### config.mk
export PLATFORM = sky130hd
export DESIGN_NAME = march_memory_test_sequencer
export DESIGN_NICKNAME = d
export VERILOG_FILES = /design/src/hdl/mmts_pkg.sv /design/src/hdl/mmts_seq.sv /design/src/hdl/mmts_tally.sv /design/src/hdl/march_memory_test_sequencer.sv
export SDC_FILE = /design/constraint.sdc
export NUM_CORES = 1
export LEC_CHECK = 0
export ABC_AREA = 0
export BUFFER_PORTS_ARGS = -buffer_cell sky130_fd_sc_hd__buf_2
export CORE_MARGIN = 2
export CORE_UTILIZATION = 40
export DETAILED_ROUTE_END_ITERATION = 7
export MAX_ROUTING_LAYER = met4
export REMOVE_ABC_BUFFERS = 1
export SYNTH_ARGS = -nofsm -noshare
export SYNTH_HDL_FRONTEND = slang
export SYNTH_SLANG_ARGS = --single-unit
### constraint.sdc
create_clock -name clk_i -period 6 [get_ports clk_i]
set_input_delay 0.6 -clock clk_i [delete_from_list [all_inputs] [get_ports clk_i]]
set_output_delay 0.6 -clock clk_i [all_outputs]
set_load 0.005 [all_outputs]
### src/hdl/mmts_pkg.sv
// shared types and constants of the march c- test sequencer
// no dependencies; imported by every module of the block
`default_nettype none

package mmts_pkg;

  // fixed widths of the request and result fields
  localparam int unsigned ADDR_W  = 24;
  localparam int unsigned DATA_W  = 8;
  localparam int unsigned CHIP_W  = 2;
  localparam int unsigned FAIL_W  = 16;
  localparam int unsigned PASS_W  = 32;
  localparam int unsigned CFG_IDX_W = 2;

  // number of chips, highest valid chip number
  localparam int unsigned NUM_CHIPS = 3;
  localparam logic [CHIP_W-1:0] MAX_CHIP = 2'd2;

  // reset value of top_address
  localparam logic [ADDR_W-1:0] TOP_RESET = 24'd524287;

  // single set bit, shifted to the bit under test
  localparam logic [DATA_W-1:0] BIT_ONE = 8'h01;

  // saturation value of the failure counter
  localparam logic [FAIL_W-1:0] FAIL_MAX = 16'hFFFF;

  // last bit step inside a byte
  localparam logic [2:0] LAST_BIT = 3'd7;

  // configuration register indexes
  localparam logic [CFG_IDX_W-1:0] CFG_TARGET_CHIP = 2'd0;
  localparam logic [CFG_IDX_W-1:0] CFG_TOP_ADDRESS = 2'd1;

  // request function codes
  localparam logic FUNC_START = 1'b0;
  localparam logic FUNC_ACK   = 1'b1;

  typedef enum logic [1:0] {
    OP_NONE  = 2'd0,
    OP_READ  = 2'd1,
    OP_WRITE = 2'd2,
    OP_DONE  = 2'd3
  } op_e;

  typedef enum logic [2:0] {
    EL_UP_W0    = 3'd0,
    EL_UP_R0W1  = 3'd1,
    EL_UP_R1W0  = 3'd2,
    EL_DN_R0W1  = 3'd3,
    EL_DN_R1W0  = 3'd4,
    EL_DN_R0    = 3'd5
  } elem_e;

  typedef struct packed {
    logic              func;
    logic [DATA_W-1:0] read_data;
  } in_req_t;

  typedef struct packed {
    op_e               op;
    logic [ADDR_W-1:0] address;
    logic [DATA_W-1:0] write_data;
    elem_e             element;
    logic [CHIP_W-1:0] chip;
    logic [FAIL_W-1:0] fail_count;
    logic [PASS_W-1:0] pass_count;
  } out_rsp_t;

  // counter bank controls from the sequencer
  typedef struct packed {
    logic              en;
    logic [CHIP_W-1:0] chip;
    logic              add_fail;
    logic              add_pass;
  } tally_ctrl_t;

endpackage

`default_nettype wire

### src/hdl/mmts_seq.sv
// next-state and next-access logic of the march c- sequence
// depends on mmts_pkg; purely combinational, registered by the top level
`default_nettype none

module mmts_seq #(
  parameter int unsigned ADDR_BITS = 24
) (
  input  mmts_pkg::in_req_t             req_i,
  input  logic [mmts_pkg::CHIP_W-1:0]   target_chip_i,
  input  logic [mmts_pkg::ADDR_W-1:0]   top_address_i,
  input  logic                          busy_i,
  input  mmts_pkg::elem_e               elem_i,
  input  logic [ADDR_BITS-1:0]          addr_i,
  input  logic [2:0]                    bit_i,
  input  logic                          pend_i,
  input  logic [mmts_pkg::CHIP_W-1:0]   run_chip_i,
  input  logic [ADDR_BITS-1:0]          run_top_i,
  output logic                          busy_o,
  output mmts_pkg::elem_e               elem_o,
  output logic [ADDR_BITS-1:0]          addr_o,
  output logic [2:0]                    bit_o,
  output logic                          pend_o,
  output logic [mmts_pkg::CHIP_W-1:0]   run_chip_o,
  output logic [ADDR_BITS-1:0]          run_top_o,
  output mmts_pkg::op_e                 op_o,
  output logic [mmts_pkg::ADDR_W-1:0]   acc_addr_o,
  output logic [mmts_pkg::DATA_W-1:0]   wdata_o,
  output logic                          add_fail_o,
  output logic                          add_pass_o
);
  import mmts_pkg::*;

  logic [2:0]        bit_idx;
  logic [DATA_W-1:0] bit_mask;
  logic              want_one;
  logic              got_bit;
  logic              up_dir;

  // bit under test: msb first going up, lsb first going down
  always_comb begin
    up_dir   = (elem_i == EL_UP_R0W1) || (elem_i == EL_UP_R1W0);
    bit_idx  = up_dir ? (LAST_BIT - bit_i) : bit_i;
    bit_mask = BIT_ONE << bit_idx;
    want_one = (elem_i == EL_UP_R1W0) || (elem_i == EL_DN_R1W0);
    got_bit  = |(req_i.read_data & bit_mask);
  end

  // sequence step
  always_comb begin
    busy_o     = busy_i;
    elem_o     = elem_i;
    addr_o     = addr_i;
    bit_o      = bit_i;
    pend_o     = pend_i;
    run_chip_o = run_chip_i;
    run_top_o  = run_top_i;
    op_o       = OP_NONE;
    acc_addr_o = '0;
    wdata_o    = '0;
    add_fail_o = 1'b0;
    add_pass_o = 1'b0;

    if (req_i.func == FUNC_START) begin
      // start request: ignored for a chip that does not exist
      if (target_chip_i <= MAX_CHIP) begin
        run_chip_o = target_chip_i;
        run_top_o  = top_address_i[ADDR_BITS-1:0];
        busy_o     = 1'b1;
        elem_o     = EL_UP_W0;
        addr_o     = '0;
        bit_o      = '0;
        pend_o     = 1'b0;
        op_o       = OP_WRITE;
      end
    end else if (busy_i) begin
      case (elem_i)
        EL_UP_W0: begin
          if (addr_i < run_top_i) begin
            addr_o     = addr_i + 1'b1;
            op_o       = OP_WRITE;
            acc_addr_o = ADDR_W'(addr_o);
          end else begin
            elem_o = EL_UP_R0W1;
            addr_o = '0;
            bit_o  = '0;
            pend_o = 1'b1;
            op_o   = OP_READ;
          end
        end
        EL_UP_R0W1, EL_UP_R1W0, EL_DN_R0W1, EL_DN_R1W0: begin
          if (pend_i) begin
            // check the bit just read and write it back flipped
            add_fail_o = (got_bit != want_one);
            wdata_o    = want_one ? (req_i.read_data & ~bit_mask)
                                  : (req_i.read_data | bit_mask);
            pend_o     = 1'b0;
            op_o       = OP_WRITE;
            acc_addr_o = ADDR_W'(addr_i);
          end else begin
            if (bit_i < LAST_BIT) begin
              bit_o = bit_i + 1'b1;
            end else begin
              bit_o = '0;
              if (up_dir) begin
                if (addr_i < run_top_i) begin
                  addr_o = addr_i + 1'b1;
                end else begin
                  elem_o = (elem_i == EL_UP_R0W1) ? EL_UP_R1W0 : EL_DN_R0W1;
                  addr_o = (elem_i == EL_UP_R0W1) ? '0 : run_top_i;
                end
              end else begin
                if (addr_i != '0) begin
                  addr_o = addr_i - 1'b1;
                end else begin
                  elem_o = (elem_i == EL_DN_R0W1) ? EL_DN_R1W0 : EL_DN_R0;
                  addr_o = run_top_i;
                end
              end
            end
            pend_o     = 1'b1;
            op_o       = OP_READ;
            acc_addr_o = ADDR_W'(addr_o);
          end
        end
        EL_DN_R0: begin
          // final read-back: any nonzero byte counts once
          add_fail_o = (req_i.read_data != '0);
          if (addr_i != '0) begin
            addr_o     = addr_i - 1'b1;
            pend_o     = 1'b1;
            op_o       = OP_READ;
            acc_addr_o = ADDR_W'(addr_o);
          end else begin
            add_pass_o = 1'b1;
            busy_o     = 1'b0;
            pend_o     = 1'b0;
            op_o       = OP_DONE;
          end
        end
        default: begin
          busy_o = 1'b0;
          pend_o = 1'b0;
        end
      endcase
    end
  end

endmodule

`default_nettype wire

### src/hdl/mmts_tally.sv
// per-chip failure and pass counters
// depends on mmts_pkg; updated on each accepted request
`default_nettype none

module mmts_tally (
  input  logic                         clk_i,
  input  logic                         rst_ni,
  input  mmts_pkg::tally_ctrl_t        ctrl_i,
  output logic [mmts_pkg::FAIL_W-1:0]  fail_count_o,
  output logic [mmts_pkg::PASS_W-1:0]  pass_count_o
);
  import mmts_pkg::*;

  logic [FAIL_W-1:0] fail_q [NUM_CHIPS];
  logic [PASS_W-1:0] pass_q [NUM_CHIPS];
  logic [FAIL_W-1:0] fail_cur;
  logic [PASS_W-1:0] pass_cur;
  logic [FAIL_W-1:0] fail_d;
  logic [PASS_W-1:0] pass_d;

  // counts of the selected chip
  always_comb begin
    case (ctrl_i.chip)
      2'd0: begin
        fail_cur = fail_q[0];
        pass_cur = pass_q[0];
      end
      2'd1: begin
        fail_cur = fail_q[1];
        pass_cur = pass_q[1];
      end
      2'd2: begin
        fail_cur = fail_q[2];
        pass_cur = pass_q[2];
      end
      default: begin
        fail_cur = '0;
        pass_cur = '0;
      end
    endcase
  end

  // saturating fail count, wrapping pass count
  always_comb begin
    fail_d = (ctrl_i.add_fail && fail_cur != FAIL_MAX) ? fail_cur + 1'b1 : fail_cur;
    pass_d = ctrl_i.add_pass ? pass_cur + 1'b1 : pass_cur;
  end

  assign fail_count_o = fail_d;
  assign pass_count_o = pass_d;

  always_ff @(posedge clk_i or negedge rst_ni) begin
    if (!rst_ni) begin
      for (int i = 0; i < NUM_CHIPS; i++) begin
        fail_q[i] <= '0;
        pass_q[i] <= '0;
      end
    end else if (ctrl_i.en && ctrl_i.chip <= MAX_CHIP) begin
      fail_q[ctrl_i.chip] <= fail_d;
      pass_q[ctrl_i.chip] <= pass_d;
    end
  end

endmodule

`default_nettype wire

### src/hdl/march_memory_test_sequencer.sv
// top level of the march c- memory test sequencer
// depends on mmts_pkg, mmts_seq and mmts_tally
//
//   channel  | direction | handshake             | payload
//   ---------+-----------+-----------------------+-----------
//   request  | in        | in_valid_i/in_stall_o | in_req_i
//   result   | out       | out_valid_o/out_stall_i | out_rsp_o
//   config   | in        | cfg_we_i              | cfg_index_i, cfg_data_i
//
// one request per cycle while the input is not stalled; each result appears in the cycle after its request is
// taken, from the output register fed by the sequencer logic and counter bank.
// a request is taken while the output register is empty or being emptied.
// reset clears sequence state and counters and returns configuration to its reset values at once.
`default_nettype none

module march_memory_test_sequencer #(
  parameter int unsigned ADDR_BITS = 24
) (
  input  logic                             clk_i,
  input  logic                             rst_ni,
  input  logic                             in_valid_i,
  output logic                             in_stall_o,
  input  mmts_pkg::in_req_t                in_req_i,
  output logic                             out_valid_o,
  input  logic                             out_stall_i,
  output mmts_pkg::out_rsp_t               out_rsp_o,
  input  logic                             cfg_we_i,
  input  logic [mmts_pkg::CFG_IDX_W-1:0]   cfg_index_i,
  input  logic [mmts_pkg::ADDR_W-1:0]      cfg_data_i
);
  import mmts_pkg::*;

  // configuration registers
  logic [CHIP_W-1:0] target_q;
  logic [ADDR_W-1:0] top_q;

  // sequence state
  logic                 busy_q, busy_d;
  elem_e                elem_q, elem_d;
  logic [ADDR_BITS-1:0] addr_q, addr_d;
  logic [2:0]           bit_q, bit_d;
  logic                 pend_q, pend_d;
  logic [CHIP_W-1:0]    run_chip_q, run_chip_d;
  logic [ADDR_BITS-1:0] run_top_q, run_top_d;

  // result path
  logic              out_valid_q, out_valid_d;
  out_rsp_t          rsp_q, rsp_d;
  logic              in_acc;
  op_e               op;
  logic [ADDR_W-1:0] acc_addr;
  logic [DATA_W-1:0] wdata;
  logic              add_fail;
  logic              add_pass;
  tally_ctrl_t       tally_ctrl;
  logic [FAIL_W-1:0] fail_count;
  logic [PASS_W-1:0] pass_count;

  // handshake
  assign in_stall_o  = out_valid_q && out_stall_i;
  assign in_acc      = in_valid_i && !in_stall_o;
  assign out_valid_d = in_acc || (out_valid_q && out_stall_i);
  assign out_valid_o = out_valid_q;
  assign out_rsp_o   = rsp_q;

  // configuration writes
  always_ff @(posedge clk_i or negedge rst_ni) begin
    if (!rst_ni) begin
      target_q <= '0;
      top_q    <= TOP_RESET;
    end else if (cfg_we_i) begin
      case (cfg_index_i)
        CFG_TARGET_CHIP: target_q <= cfg_data_i[CHIP_W-1:0];
        CFG_TOP_ADDRESS: top_q    <= cfg_data_i;
        default: ;
      endcase
    end
  end

  mmts_seq #(
    .ADDR_BITS(ADDR_BITS)
  ) u_seq (
    .req_i         (in_req_i),
    .target_chip_i (target_q),
    .top_address_i (top_q),
    .busy_i        (busy_q),
    .elem_i        (elem_q),
    .addr_i        (addr_q),
    .bit_i         (bit_q),
    .pend_i        (pend_q),
    .run_chip_i    (run_chip_q),
    .run_top_i     (run_top_q),
    .busy_o        (busy_d),
    .elem_o        (elem_d),
    .addr_o        (addr_d),
    .bit_o         (bit_d),
    .pend_o        (pend_d),
    .run_chip_o    (run_chip_d),
    .run_top_o     (run_top_d),
    .op_o          (op),
    .acc_addr_o    (acc_addr),
    .wdata_o       (wdata),
    .add_fail_o    (add_fail),
    .add_pass_o    (add_pass)
  );

  // counter bank follows the chip of the pass
  always_comb begin
    tally_ctrl.en       = in_acc;
    tally_ctrl.chip     = run_chip_d;
    tally_ctrl.add_fail = add_fail;
    tally_ctrl.add_pass = add_pass;
  end

  mmts_tally u_tally (
    .clk_i        (clk_i),
    .rst_ni       (rst_ni),
    .ctrl_i       (tally_ctrl),
    .fail_count_o (fail_count),
    .pass_count_o (pass_count)
  );

  // assemble the result
  always_comb begin
    rsp_d.op         = op;
    rsp_d.address    = acc_addr;
    rsp_d.write_data = wdata;
    rsp_d.element    = elem_d;
    rsp_d.chip       = run_chip_d;
    rsp_d.fail_count = fail_count;
    rsp_d.pass_count = pass_count;
  end

  // sequence state and output valid
  always_ff @(posedge clk_i or negedge rst_ni) begin
    if (!rst_ni) begin
      busy_q      <= 1'b0;
      elem_q      <= EL_UP_W0;
      addr_q      <= '0;
      bit_q       <= '0;
      pend_q      <= 1'b0;
      run_chip_q  <= '0;
      run_top_q   <= '0;
      out_valid_q <= 1'b0;
    end else begin
      out_valid_q <= out_valid_d;
      if (in_acc) begin
        busy_q     <= busy_d;
        elem_q     <= elem_d;
        addr_q     <= addr_d;
        bit_q      <= bit_d;
        pend_q     <= pend_d;
        run_chip_q <= run_chip_d;
        run_top_q  <= run_top_d;
      end
    end
  end

  // result payload register
  always_ff @(posedge clk_i) begin
    if (in_acc) begin
      rsp_q <= rsp_d;
    end
  end

endmodule

`default_nettype wire

==> impl_metrics.toml <==
[run_status]
status = "finished clean"

[logic_synthesis]
synth.distinct_cells = 101
ys_ff_latch = 316
yosysWarnings = 0
synth_seq_area_share_pct = 45.37
synth_ff_type = "dfrtp_1"
synthArstFlopShare_pct = 72.47
syn_inst = 1996
synth_area_mm2 = 0.01844
synth_edf_count = 87
avgSynthCellArea_um2 = 9.239

[run]
cap_violations = 0

[placement]
placed_cells = 2616
dp.final_hpwl_mm = 37.21
place_ws_ps = 1578
place_area_mm2 = 0.01953
place_congestion = 0.9158
numPortBuffers = 128

[route]
ant_nets = 0
post_drt_via_cell_ratio = 5.910
drtIter0Drc = 1536
routed_wl_mm = 57.24
dr.pass1.iters = 5
vias = 15880
drt-wirelength-per-cell_um = 21.31
drc = 0

[clocking]
cts_tree = "yes"
cts_setup_buffers = 0
cts_buffers = 38
clock-sinks = 316
cts_hold_buf = 0
post_cts_resized = 0
clk_pin_slew_ps = 70
clk_latency_ps = 580
clockRootBuffer = "clkbuf_16"
htree_levels = 2
clock_path_buffers = 3

[final_layout]
drive_gt1_share_pct = 17.50
final_cell_mix = "278 x nand2_1, 210 x dfrtp_1, 206 x o21ai_0"
mostFrequentLayoutCell = "nand2_1"
final_area_mm2 = 0.02088
final_cells = 2686
utilization_pct = 45.92
filler_cell_count = 4413
syn2layout_area_growth_pct = 13.25
multiInputGateArea_mm2 = 0.009205
antenna_cells = 0
nNetsFinal = 2125
seq_area_mm2 = 0.008367

[timing]
fin_ws_ps = 1755
fmax_ghz = 0.2356
rsz0062_at_grt = "no"
final.period_utilization_pct = 70.76
slew_violations = 0
min_period_ps = 4245
hold_ws_ps = 102.2
worstMarginPinSlew_ps = 1086
skew_ps = 26.58
finalSetupViolations = 0
max_slew_margin_pct = 27.44
fin_setup_tns_ps = 0
hold_viol_final = 0

[pwr]
total_power_mw = 8.514
p_per_area_mw_per_mm2 = 407.7
power_leakage_nw = 8.895
peakVddDrop_mv = 0.2352

[setup_path]
timing.critical_path.mode_cell = "a211o_1"
cp.arrival_ps = 4540
r2r-end = "out_rsp_o[63]"
r2r-start = "addr_q[2]"
critPathKind = "flip-flop to flip-flop"
critPathMaxStageDelay_ps = 670
startpoint = "addr_q[2]"
setup.worst_path.end = "out_rsp_o[63]"
r2r_setup_slack_ps = 1750
crit_slowest_cell = "dfrtp_1"
critical_path_peak_fanout = 48
cp_num_buf_inv = 0
crit_required_ps = 6300
path_depth = 10
r2r_cells = 10
crit_path_start_kind = "flip-flop"
worstPathCellList = "ha_1, a211o_1, a31oi_1, o221ai_1, a211o_1, or2_2, and2_1, a2111o_1, a32oi_1, nor2_1"
end_kind = "flip-flop"
path_delay_family = "compound AO/OA/AOI/OAI gates"

[die]
rows = 78
io_pins = 129
core_mm2 = 0.04548
dieWidth_um = 218.7
start_util_pct = 40.55
dieArea_mm2 = 0.04783
die_y_um = 218.7

[grt]
overflow = 0
antenna_found_initial = 1
grt_pass1_vias = 15500
grt_pass1_wl_mm = 90.00
grt_usage_pct = 24.71
grt_max_degree = 118

[hold_path]
holdCritPathClass = "input port to async pin"
[how the worst min path moves through the flow]
stage                                   from                 end  slack, ps  cells past startpoint
after CTS                             rst_ni          addr_q[23]        160                      1
after global routing                  rst_ni           addr_q[8]        180                      1
after global placement    u_tally.pass_q[93]  u_tally.pass_q[93]        460                      1
after floorplan                       rst_ni           addr_q[0]        300                      0
after detailed placement  u_tally.pass_q[58]  u_tally.pass_q[58]        460                      1
final                                 rst_ni        run_top_q[8]        100                      1
[worst reg2reg max path, cell delays in order, from the launching register on]
cell and delay (ps):
dfrtp_1 670, ha_1 340, a211o_1 290, a31oi_1 200, o221ai_1 210, a211o_1 400
or2_2 670, and2_1 430, a2111o_1 470, a32oi_1 230, nor2_1 50
[cell type report]
cell class,count,area share (%)
multi-input cells,1460,44.08
flip-flops and latches,316,40.06
clock buffers,49,5.087
repair buffers,161,4.362
well taps,600,3.595
inverters,79,1.432
clock inverters,21,1.384
[Yosys cell counts, drive strengths merged, types with 13 or more instances]
| cell | instances | share of area [%] |
|---|---|---|
| nor4 | 18 | 1.0 |
| xnor2 | 72 | 3.5 |
| mux2i | 14 | 0.76 |
| nor2b | 18 | 0.61 |
| nor2 | 127 | 2.7 |
| inv | 78 | 1.6 |
| xor2 | 49 | 2.4 |
| nand2b | 14 | 0.52 |
| or2 | 13 | 0.47 |
| o22ai | 15 | 0.51 |
| ha | 29 | 2.0 |
| o21ai | 222 | 6.0 |
| dfstp | 19 | 2.7 |
| nand4 | 23 | 0.81 |
| nand3 | 41 | 1.2 |
| or3 | 19 | 0.70 |
| a221o | 20 | 1.1 |
| dfrtp | 210 | 28 |
| o211ai | 16 | 0.65 |
| nand2 | 282 | 5.8 |
| clkbuf | 100 | 2.0 |
| buf | 41 | 1.2 |
| a21o | 19 | 0.77 |
| nor3 | 53 | 1.4 |
| a21oi | 109 | 3.0 |
| a31oi | 18 | 0.61 |
| mux2 | 56 | 3.4 |
| edfxtp | 87 | 14 |
| and3 | 22 | 0.75 |
[routing by layer]
metal	wire (um)	part of all wire, %	global-route usage (%)	up-vias
met1	25540	45	33.59	7777
met5	0	0	-	-
met3	4129	7.2	3.243	105
met4	1430	2.5	8.041	0
li1	-	-	-	7308
met2	26140	46	38.26	685
[cell families (layout without fill, tap and decap cells)]
logic type / after synthesis / after routing / synth area share (%)
and+or+nand+nor: 666 / 666 / 17.67
AOI/OAI and AO/OA: 574 / 574 / 20.15
DFF: 316 / 316 / 45.37
buffers and inverters: 220 / 310 / 4.838
xor gates and xnor gates: 121 / 121 / 5.829
muxes: 70 / 70 / 4.180
adders and majority gates: 29 / 29 / 1.968
[sequential cells by signal (all words and copies together), names as in the netlist]
signal	flops
target_q	2
bit_q	3
u_tally.pass_q	96
run_top_q	24
pend_q	1
u_tally.fail_q	48
elem_q	3
run_chip_q	2
out_valid_o	1
busy_q	1
out_rsp_o	87
top_q	24
addr_q	24
[report_power, final]
| part | internal (mW) | leakage [nW] | switching (mW) |
|---|---|---|---|
| sequential | 2.59 | 3.87 | 0.358 |
| clock | 1.49 | 0.659 | 1.00 |
| combinational | 1.03 | 4.37 | 2.05 |
| total | 5.11 | 8.90 | 3.41 |
Note: power is estimated with default switching activity, not from simulation.
